--- config.mk ---
export PLATFORM = sky130hd
export DESIGN_NAME = speaker_divisor_square_wave
export DESIGN_NICKNAME = d
export VERILOG_FILES = /design/src/rtl/sdsw_pkg.sv /design/src/rtl/sdsw_cfg_regs.sv /design/src/rtl/sdsw_half_len.sv /design/src/rtl/sdsw_core.sv /design/src/rtl/speaker_divisor_square_wave.sv
export SDC_FILE = /design/constraint.sdc
export NUM_CORES = 1
export LEC_CHECK = 0
export BUFFER_PORTS_ARGS = -buffer_cell sky130_fd_sc_hd__buf_2
export CAP_MARGIN = 25
export CORE_MARGIN = 4
export CORE_UTILIZATION = 29
export CTS_CLUSTER_DIAMETER = 60
export CTS_CLUSTER_SIZE = 25
export DETAILED_ROUTE_END_ITERATION = 10
export GPL_TIMING_DRIVEN = 1
export PLACE_DENSITY = 0.44
export SLEW_MARGIN = 20
export SYNTH_ARGS = -nofsm -noshare
export SYNTH_HDL_FRONTEND = slang
export SYNTH_SLANG_ARGS = --single-unit
--- constraint.sdc ---
create_clock -name clk -period 9.7 [get_ports clk]
set_input_delay 1.94 -clock clk [delete_from_list [all_inputs] [get_ports clk]]
set_output_delay 1.94 -clock clk [all_outputs]
set_load 0.02 [all_outputs]
--- src/rtl/sdsw_pkg.sv ---
`timescale 1ns / 1ps
// sdsw_pkg: shared types and constants for the speaker divisor square-wave block.
// No dependencies.
package sdsw_pkg;

  localparam int unsigned CFG_IDX_W  = 3;
  localparam int unsigned CFG_DATA_W = 24;

  // Register indexes on the configuration port
  localparam logic [CFG_IDX_W-1:0] CFG_MUTED    = 3'd0;
  localparam logic [CFG_IDX_W-1:0] CFG_AMP      = 3'd1;
  localparam logic [CFG_IDX_W-1:0] CFG_INTERVAL = 3'd2;
  localparam logic [CFG_IDX_W-1:0] CFG_LIMIT    = 3'd3;
  localparam logic [CFG_IDX_W-1:0] CFG_COEF     = 3'd4;

  // Register reset values
  localparam logic        MUTED_RST    = 1'b0;
  localparam logic [6:0]  AMP_RST      = 7'd63;
  localparam logic [7:0]  INTERVAL_RST = 8'd186;
  localparam logic [15:0] LIMIT_RST    = 16'd11160;
  localparam logic [23:0] COEF_RST     = 24'd310043;   // 44100 / 2386360, 0.24

  localparam logic [7:0]  MIDPOINT     = 8'd128;
  localparam logic [10:0] HALF_MAX     = 11'd2047;
  localparam logic [7:0]  TICK_MAX     = 8'hFF;
  localparam logic [15:0] SILENT_MAX   = 16'hFFFF;

  typedef struct packed {
    logic        start_req;
    logic        stop;
    logic [15:0] divisor;
  } in_word_t;

  typedef struct packed {
    logic [7:0] sample;
    logic       playing;
  } out_word_t;

  typedef struct packed {
    logic        muted;
    logic [6:0]  amplitude;
    logic [7:0]  tick_interval;
    logic [15:0] quiet_limit;
    logic [23:0] half_period_coef;
  } cfg_regs_t;

endpackage

--- src/rtl/sdsw_cfg_regs.sv ---
`timescale 1ns / 1ps
// sdsw_cfg_regs: configuration register file, written through the cfg channel.
// Depends on sdsw_pkg.
module sdsw_cfg_regs (
  input  logic                                clk,
  input  logic                                rst_n,
  input  logic                                wr_en,
  input  logic [sdsw_pkg::CFG_IDX_W-1:0]      wr_index,
  input  logic [sdsw_pkg::CFG_DATA_W-1:0]     wr_data,
  output sdsw_pkg::cfg_regs_t                 regs
);
  import sdsw_pkg::*;

  cfg_regs_t regs_r;
  cfg_regs_t regs_nxt;

  always_comb begin
    regs_nxt = regs_r;
    if (wr_en) begin
      case (wr_index)
        CFG_MUTED:    regs_nxt.muted            = wr_data[0];
        CFG_AMP:      regs_nxt.amplitude        = wr_data[6:0];
        CFG_INTERVAL: regs_nxt.tick_interval    = wr_data[7:0];
        CFG_LIMIT:    regs_nxt.quiet_limit      = wr_data[15:0];
        CFG_COEF:     regs_nxt.half_period_coef = wr_data[23:0];
        default:      regs_nxt = regs_r;   // unknown index: ignored
      endcase
    end
  end

  always_ff @(posedge clk) begin
    if (!rst_n) begin
      regs_r.muted            <= MUTED_RST;
      regs_r.amplitude        <= AMP_RST;
      regs_r.tick_interval    <= INTERVAL_RST;
      regs_r.quiet_limit      <= LIMIT_RST;
      regs_r.half_period_coef <= COEF_RST;
    end else begin
      regs_r <= regs_nxt;
    end
  end

  assign regs = regs_r;

endmodule

--- src/rtl/sdsw_half_len.sv ---
`timescale 1ns / 1ps
// sdsw_half_len: half-period length in samples, clamp(divisor * coef >> 24, 1, 2047).
// Depends on sdsw_pkg.
module sdsw_half_len (
  input  logic [15:0] divisor,
  input  logic [23:0] coef,
  output logic [10:0] half_len
);
  import sdsw_pkg::*;

  logic [39:0] prod;
  logic [15:0] whole;

  assign prod  = 40'(divisor) * 40'(coef);
  assign whole = prod[39:24];

  always_comb begin
    if (whole == 16'd0) begin
      half_len = 11'd1;
    end else if (whole > 16'(HALF_MAX)) begin
      half_len = HALF_MAX;
    end else begin
      half_len = whole[10:0];
    end
  end

endmodule

--- src/rtl/sdsw_core.sv ---
`timescale 1ns / 1ps
// sdsw_core: playback state and the per-word step (tick fetch, silence, toggling).
// Depends on sdsw_pkg and sdsw_half_len.
module sdsw_core (
  input  logic                 clk,
  input  logic                 rst_n,
  input  logic                 step,
  input  sdsw_pkg::in_word_t   in_word,
  input  sdsw_pkg::cfg_regs_t  regs,
  output sdsw_pkg::out_word_t  result
);
  import sdsw_pkg::*;

  logic        active_r,     active_nxt;
  logic        level_high_r, level_high_nxt;
  logic [10:0] half_left_r,  half_left_nxt;
  logic [15:0] held_div_r,   held_div_nxt;
  logic [7:0]  tick_r,       tick_nxt;
  logic [15:0] silent_r,     silent_nxt;

  // Divisor held after a possible fetch; the same half length serves both
  // the fetch load and a boundary reload.
  logic [15:0] held_mid;
  logic [10:0] half_len;
  logic        run;
  logic        do_fetch;

  sdsw_half_len u_half (
    .divisor  (held_mid),
    .coef     (regs.half_period_coef),
    .half_len (half_len)
  );

  // First part: start/stop and fetch decision, feeding the multiplier operand
  always_comb begin
    logic       a;
    logic [15:0] hd;
    logic [15:0] st;
    logic [7:0]  tc;
    a  = active_r;
    hd = held_div_r;
    st = silent_r;
    tc = tick_r;
    if (in_word.start_req) begin
      hd = '0;
      tc = '0;
      st = '0;
      a  = 1'b1;
    end
    if (in_word.stop) begin
      a  = 1'b0;
      st = '0;
    end
    run      = a && !regs.muted && (st < regs.quiet_limit);
    do_fetch = run && (tc >= regs.tick_interval);
    held_mid = do_fetch ? in_word.divisor : hd;
  end

  always_comb begin
    logic        a;
    logic        lh;
    logic [10:0] hl;
    logic [15:0] st;
    logic [7:0]  tc;
    logic [7:0]  s;
    a  = active_r;
    lh = level_high_r;
    hl = half_left_r;
    st = silent_r;
    tc = tick_r;
    s  = MIDPOINT;
    if (in_word.start_req) begin
      lh = 1'b0;
      hl = '0;
      tc = '0;
      st = '0;
      a  = 1'b1;
    end
    if (in_word.stop) begin
      a  = 1'b0;
      st = '0;
    end
    if (!regs.muted && a) begin
      if (st >= regs.quiet_limit) begin
        a = 1'b0;                          // silence limit reached
      end else begin
        if (do_fetch) begin
          tc = '0;
          if (in_word.divisor == 16'd0) begin
            lh = 1'b0;
            hl = '0;
            if (st != SILENT_MAX) st = st + 16'd1;
          end else begin
            st = '0;
            hl = half_len;
            lh = !lh;
          end
        end
        if (tc != TICK_MAX) tc = tc + 8'd1;
        if (held_mid != 16'd0) begin
          if (hl == 11'd0) begin
            lh = !lh;
            hl = half_len;
          end
          hl = hl - 11'd1;
          s  = lh ? (MIDPOINT + {1'b0, regs.amplitude})
                  : (MIDPOINT - {1'b0, regs.amplitude});
        end
      end
    end
    active_nxt     = a;
    level_high_nxt = lh;
    half_left_nxt  = hl;
    held_div_nxt   = held_mid;
    tick_nxt       = tc;
    silent_nxt     = st;
    result.sample  = s;
    result.playing = a && !regs.muted;
  end

  always_ff @(posedge clk) begin
    if (!rst_n) begin
      active_r     <= 1'b0;
      level_high_r <= 1'b0;
      half_left_r  <= '0;
      held_div_r   <= '0;
      tick_r       <= '0;
      silent_r     <= '0;
    end else if (step) begin
      active_r     <= active_nxt;
      level_high_r <= level_high_nxt;
      half_left_r  <= half_left_nxt;
      held_div_r   <= held_div_nxt;
      tick_r       <= tick_nxt;
      silent_r     <= silent_nxt;
    end
  end

endmodule

--- src/rtl/speaker_divisor_square_wave.sv ---
`timescale 1ns / 1ps
// speaker_divisor_square_wave: top level, input and result registers around the core.
// Depends on sdsw_pkg, sdsw_cfg_regs and sdsw_core.
//
// Usage
//   in_*  : one word per audio sample slot (start_req, stop, timer divisor).
//   out_* : one word per input word, the 8-bit unsigned sample and playing flag.
//   cfg_* : register writes (0 muted, 1 amplitude, 2 tick_interval, 3 quiet_limit,
//           4 half_period_coef); cfg_ready is always high, indexes above four are
//           dropped. Write only while no word is in flight.
// Timing
//   A word in the input register is stepped, once the result slot is free, at the
//   edge that loads the result register and raises out_valid; it leaves when the
//   receiver takes it. Throughput is one word per cycle while out_ready is high: one
//   16x24 multiply, a clamp and counter updates sit between the input and the result register.
// Stall
//   When out_ready is low the result holds; one more word can wait in the
//   input register, after which in_ready drops. No word is lost or repeated.
// Reset
//   rst_n (synchronous, active low) empties both registers, stops playback and
//   loads the register defaults (amplitude 63, interval 186, limit 11160, coef 310043).
module speaker_divisor_square_wave (
  input  logic                             clk,
  input  logic                             rst_n,
  input  logic                             in_valid,
  output logic                             in_ready,
  input  sdsw_pkg::in_word_t               in_data,
  output logic                             out_valid,
  input  logic                             out_ready,
  output sdsw_pkg::out_word_t              out_data,
  input  logic                             cfg_valid,
  output logic                             cfg_ready,
  input  logic [sdsw_pkg::CFG_IDX_W-1:0]   cfg_index,
  input  logic [sdsw_pkg::CFG_DATA_W-1:0]  cfg_data
);
  import sdsw_pkg::*;

  logic      in_vld_r;
  in_word_t  in_word_r;
  logic      out_vld_r;
  out_word_t out_word_r;
  cfg_regs_t regs;
  out_word_t result;
  logic      step;

  assign cfg_ready = 1'b1;

  sdsw_cfg_regs u_cfg (
    .clk      (clk),
    .rst_n    (rst_n),
    .wr_en    (cfg_valid),
    .wr_index (cfg_index),
    .wr_data  (cfg_data),
    .regs     (regs)
  );

  // Step the core whenever a word waits and the result slot frees up
  assign step     = in_vld_r && (!out_vld_r || out_ready);
  assign in_ready = !in_vld_r || step;

  sdsw_core u_core (
    .clk     (clk),
    .rst_n   (rst_n),
    .step    (step),
    .in_word (in_word_r),
    .regs    (regs),
    .result  (result)
  );

  always_ff @(posedge clk) begin
    if (!rst_n) begin
      in_vld_r <= 1'b0;
    end else if (in_ready) begin
      in_vld_r <= in_valid;
    end
  end

  always_ff @(posedge clk) begin
    if (in_valid && in_ready) begin
      in_word_r <= in_data;
    end
  end

  always_ff @(posedge clk) begin
    if (!rst_n) begin
      out_vld_r <= 1'b0;
    end else if (step) begin
      out_vld_r <= 1'b1;
    end else if (out_ready) begin
      out_vld_r <= 1'b0;
    end
  end

  always_ff @(posedge clk) begin
    if (step) begin
      out_word_r <= result;
    end
  end

  assign out_valid = out_vld_r;
  assign out_data  = out_word_r;

endmodule

==> metrics.md <==
| Metric | Value |
|---|---|
| Outcome | complete, but fails checks |
| Failing checks | setup timing |
| Seq pwr share | 0.265 |
| Via-to-Cell Ratio | 4.913 |
| Post-Syn Area | 20180 sq um |
| Worst slew pin tran | 980.6 ps |
| DRT Wirelength | 70500 um |
| PortBufs | 60 |
| Max Clk Rate | 100.7 MHz |
| Pre-CTS setup slack | -658.1 ps |
| Part of the power in combinational logic | 0.443 |
| CTS hold repair buffers | 0 |
| Power Density | 92.41 nW/um^2 |
| Net Switching | 0.9458 mW |
| Clock power frac | 0.292 |
| RSZ-0062 raised after global routing | yes |
| Max-capacitance violation count | 0 |
| Period minus WS final | 9926 ps |
| Final worst slack | -225.8 ps |
| Max incr delay on CP | 540 ps |
| GRT Total Usage | 0.1909 |
| Vias in the first global route | 19.38k |
| Remaining DRCs | 0 |
| Antenna Diode Count | 0 |
| Core Area | 68830 sq um |
| Setup crit start kind | register |
| Max-slew violations | 0 |
| Crit-path slowest cell | fa_1 |
| Worst skew pair latency | 450 ps |
| Final GP Congestion | 0.8948 |
| Post-synthesis sequential area ratio | 0.1503 |
| DIE AREA | 73860 sq um |
| Setup CP Type | reg -> reg |
| Final setup violating endpoints | 9 |
| Hold Startpoint | u_cfg.regs[23]$_SDFFE_PN0P_ |
| CP Max Fanout | 8 |
| Final #Nets | 3263 |
| Number of flops mapped to enable cells by yosys | 27 |
| Critical Path End Type | register |
| Internal power | 1.454 mW |
| Pre-Repair DR Iteration Count | 5 |
| Share of cells above drive strength 1 | 0.2305 |
| Die X | 271.8 um |
| Vias | 18.26k |
| Fillers | 7008 |
| Cells after Synth | 2445 |
| CTS Sinks | 138 |
| Die Ht | 271.8 um |
| Number of H-tree levels | 4 |
| Switching Fraction | 0.3942 |
| Worst ir drop on vdd | 123.7 uV |
| WP data arrival | 10230 ps |
| Num rows | 96 |
| WHS | 458.8 ps |
| Largest net degree at the start of global routing | 73 |
| CTS tree | built |
| Tot Pwr | 2.399 mW |
| Hold Vio Cnt, Final | 0 |
| Initial antenna violation count | 1 |
| Layout area overhead | 28.69% |
| Initial DRC count | 1042 |
| First-pass GRT wire length | 111600 um |
| Placed Cells incl. Taps | 3600 |
| Inserted Clock Buffers | 17 |
| DR WL/cell | 18.97 um |
| Finished Layout Cells | 3716 |
| Synth async-reset ratio | 0 |
| WP data required | 10000 ps |
| Yosys cell types | 80 |
| Synth warnings | 0 |
| Clk buf depth | 2 |
| Syn Area/Cell | 8.252 sq um |
| Max-Slew Margin vs Limit | 0.3463 |
| Hpwl dp | 54770 um |
| Starting Density | 0.2932 |
| Hold WC Path Type | reg -> reg |
| #FFs+latches synth | 138 |
| Leak | 11.81 nW |
| CP Launch Point | in_word_r[17]$_DFFE_PP_ |
| Clk slew on worst S/H paths | 80 ps |
| Top FF cell, synth | dfxtp_1 |
| Syn Nets | 2936 |
| Post-route ant nets | 0 |
| Clock Tree Root | clkbuf_16 |
| I/O pin count | 62 |
| Layout Skew | 26.96 ps |
| Period utilization | 1.023 |
| Most frequent CP cell | fa_1 |
| Critical R2R Launch | in_word_r[17]$_DFFE_PP_ |
| Total gr overflow | 0 |
-- power by group through the flow --
stage	sequential (mW)	clock (mW)	combinational, mW
after floorplan	0.631	0	0.549
after global placement	0.645	0	0.911
after detailed placement	0.646	0	0.908
after CTS	0.634	0.724	1.01
after global routing	0.638	0.747	1.17
final	0.635	0.702	1.06
-- registers in the layout (all words and copies together) (netlist names) --
signal               cells
in_vld_r                 1
in_word_r               18
out_data                 9
out_valid                1
u_cfg.regs              56
u_core.active_r          1
u_core.half_left_r      11
u_core.held_div_r       16
u_core.level_high_r      1
u_core.silent_r         16
u_core.tick_r            8
-- through the flow --
stage                       util  setup TNS, ps  instance area, sq um
after floorplan                -         -15.86                 20380
after global placement    0.3432          -4184                 23620
after detailed placement  0.3432          -5271                 23620
after CTS                 0.3682         -615.1                 25340
after global routing      0.3773          -4823                 25970
final                     0.3773          -1126                 25970
-- cell families (layout without fill, tap and decap cells) --
family          count (synthesis)  after routing  synth area share
simple gates                  963            965            0.2301
xor+xnor                       19             19          0.008248
mux                            23             26           0.01215
compound gates                354            354            0.1172
flops                         138            138            0.1503
buf+inv                       506            841           0.09482
fa+ha+maj                     441            441            0.3870
other cells                     1              1         0.0001859
-- per-layer routing --
layer / wire length, um / vias up / track usage
li1: - / 8564 / -
met1: 33290 / 9276 / 0.2664
met2: 33640 / 367 / 0.3276
met3: 2809 / 50 / 0.01830
met4: 755 / 0 / 0.03011
met5: 0 / - / 0
-- cells in the mapped netlist (all sizes together) (9+ instances only) --
master    n  area, sq um
xnor2    12        105.1
a31oi    10        62.56
o21ai    82        410.4
mux2i    11        110.1
and4      9        78.83
dfxtp   111         2222
nand3    55        280.3
nor4     18        127.6
buf      17        77.57
a21oi   105        529.3
nor3     47        235.2
inv     384         1441
a22oi    13        97.59
and3     22        137.6
and2    170         1064
fa      305         6106
nor2    116        435.4
a211oi   18        160.2
nand2b   17        106.4
nand2   423         1590
o21a     11        82.58
edfxtp   27        810.8
nor2b    26        162.7
a21o      9        67.56
ha      136         1702
mux2     12        135.1
clkbuf  105        394.1
nand4    27        168.9
o211ai   24        180.2
-- what timing repair did --
action | 4_1_cts | 5_1_grt
pin swaps | 53 | 59
resized for setup | 128 | 82
setup buffers | 50 | 30
gates cloned | 6 | 2
setup endpoints to repair | 11 | 11
-- critical path, delay by kind of cell, from the launching register on --
kind,cells,cell delay (ps)
fa+ha+maj,9,3650
compound gates,7,1960
mux,2,630
flops,1,500
buf+inv,8,920
simple gates,14,2070
-- area by class of cell --
class                   count  area (sq um)  area share
clock buffers              17         425.4     0.01638
well taps                 931          1165     0.04486
clock inverters            15         198.9    0.007662
repair buffers            425          3450      0.1328
multi-input cells        1806         16250      0.6259
inverters                 384          1441     0.05551
flip-flops and latches    138          3033      0.1168
-- cells in the final DEF, fill, tap and decap left out, drive strengths merged, types with 6 or more instances in the layout --
master,instances
nand3,55
nand4b,6
mux2,15
a221oi,7
xor2,7
o21ai,82
nand4,27
inv,392
o31ai,6
a32oi,7
nor2b,26
or3,7
a21o,9
nor4,18
nand2b,17
clkbuf,17
fa,305
a21oi,105
and4,9
and3,22
a22oi,13
a31oi,10
dfxtp,111
nand2,424
mux2i,11
a211o,6
buf,425
edfxtp,27
nor3,47
o211ai,24
o21a,11
and2,170
a31o,6
xnor2,12
ha,136
a211oi,18
nor2,117
nor3b,6
-- final timing paths --
kind	to	slack, ps	depth (start not counted)
worst min-delay path	u_cfg.regs[23]$_SDFFE_PN0P_	460	2
worst max register to register	u_core.half_left_r[6]$_SDFFE_PN0P_	-230	40
worst max-delay path	u_core.half_left_r[6]$_SDFFE_PN0P_	-230	40
worst min register to register	u_cfg.regs[23]$_SDFFE_PN0P_	460	2
Note: power is estimated with default switching activity, not from simulation.
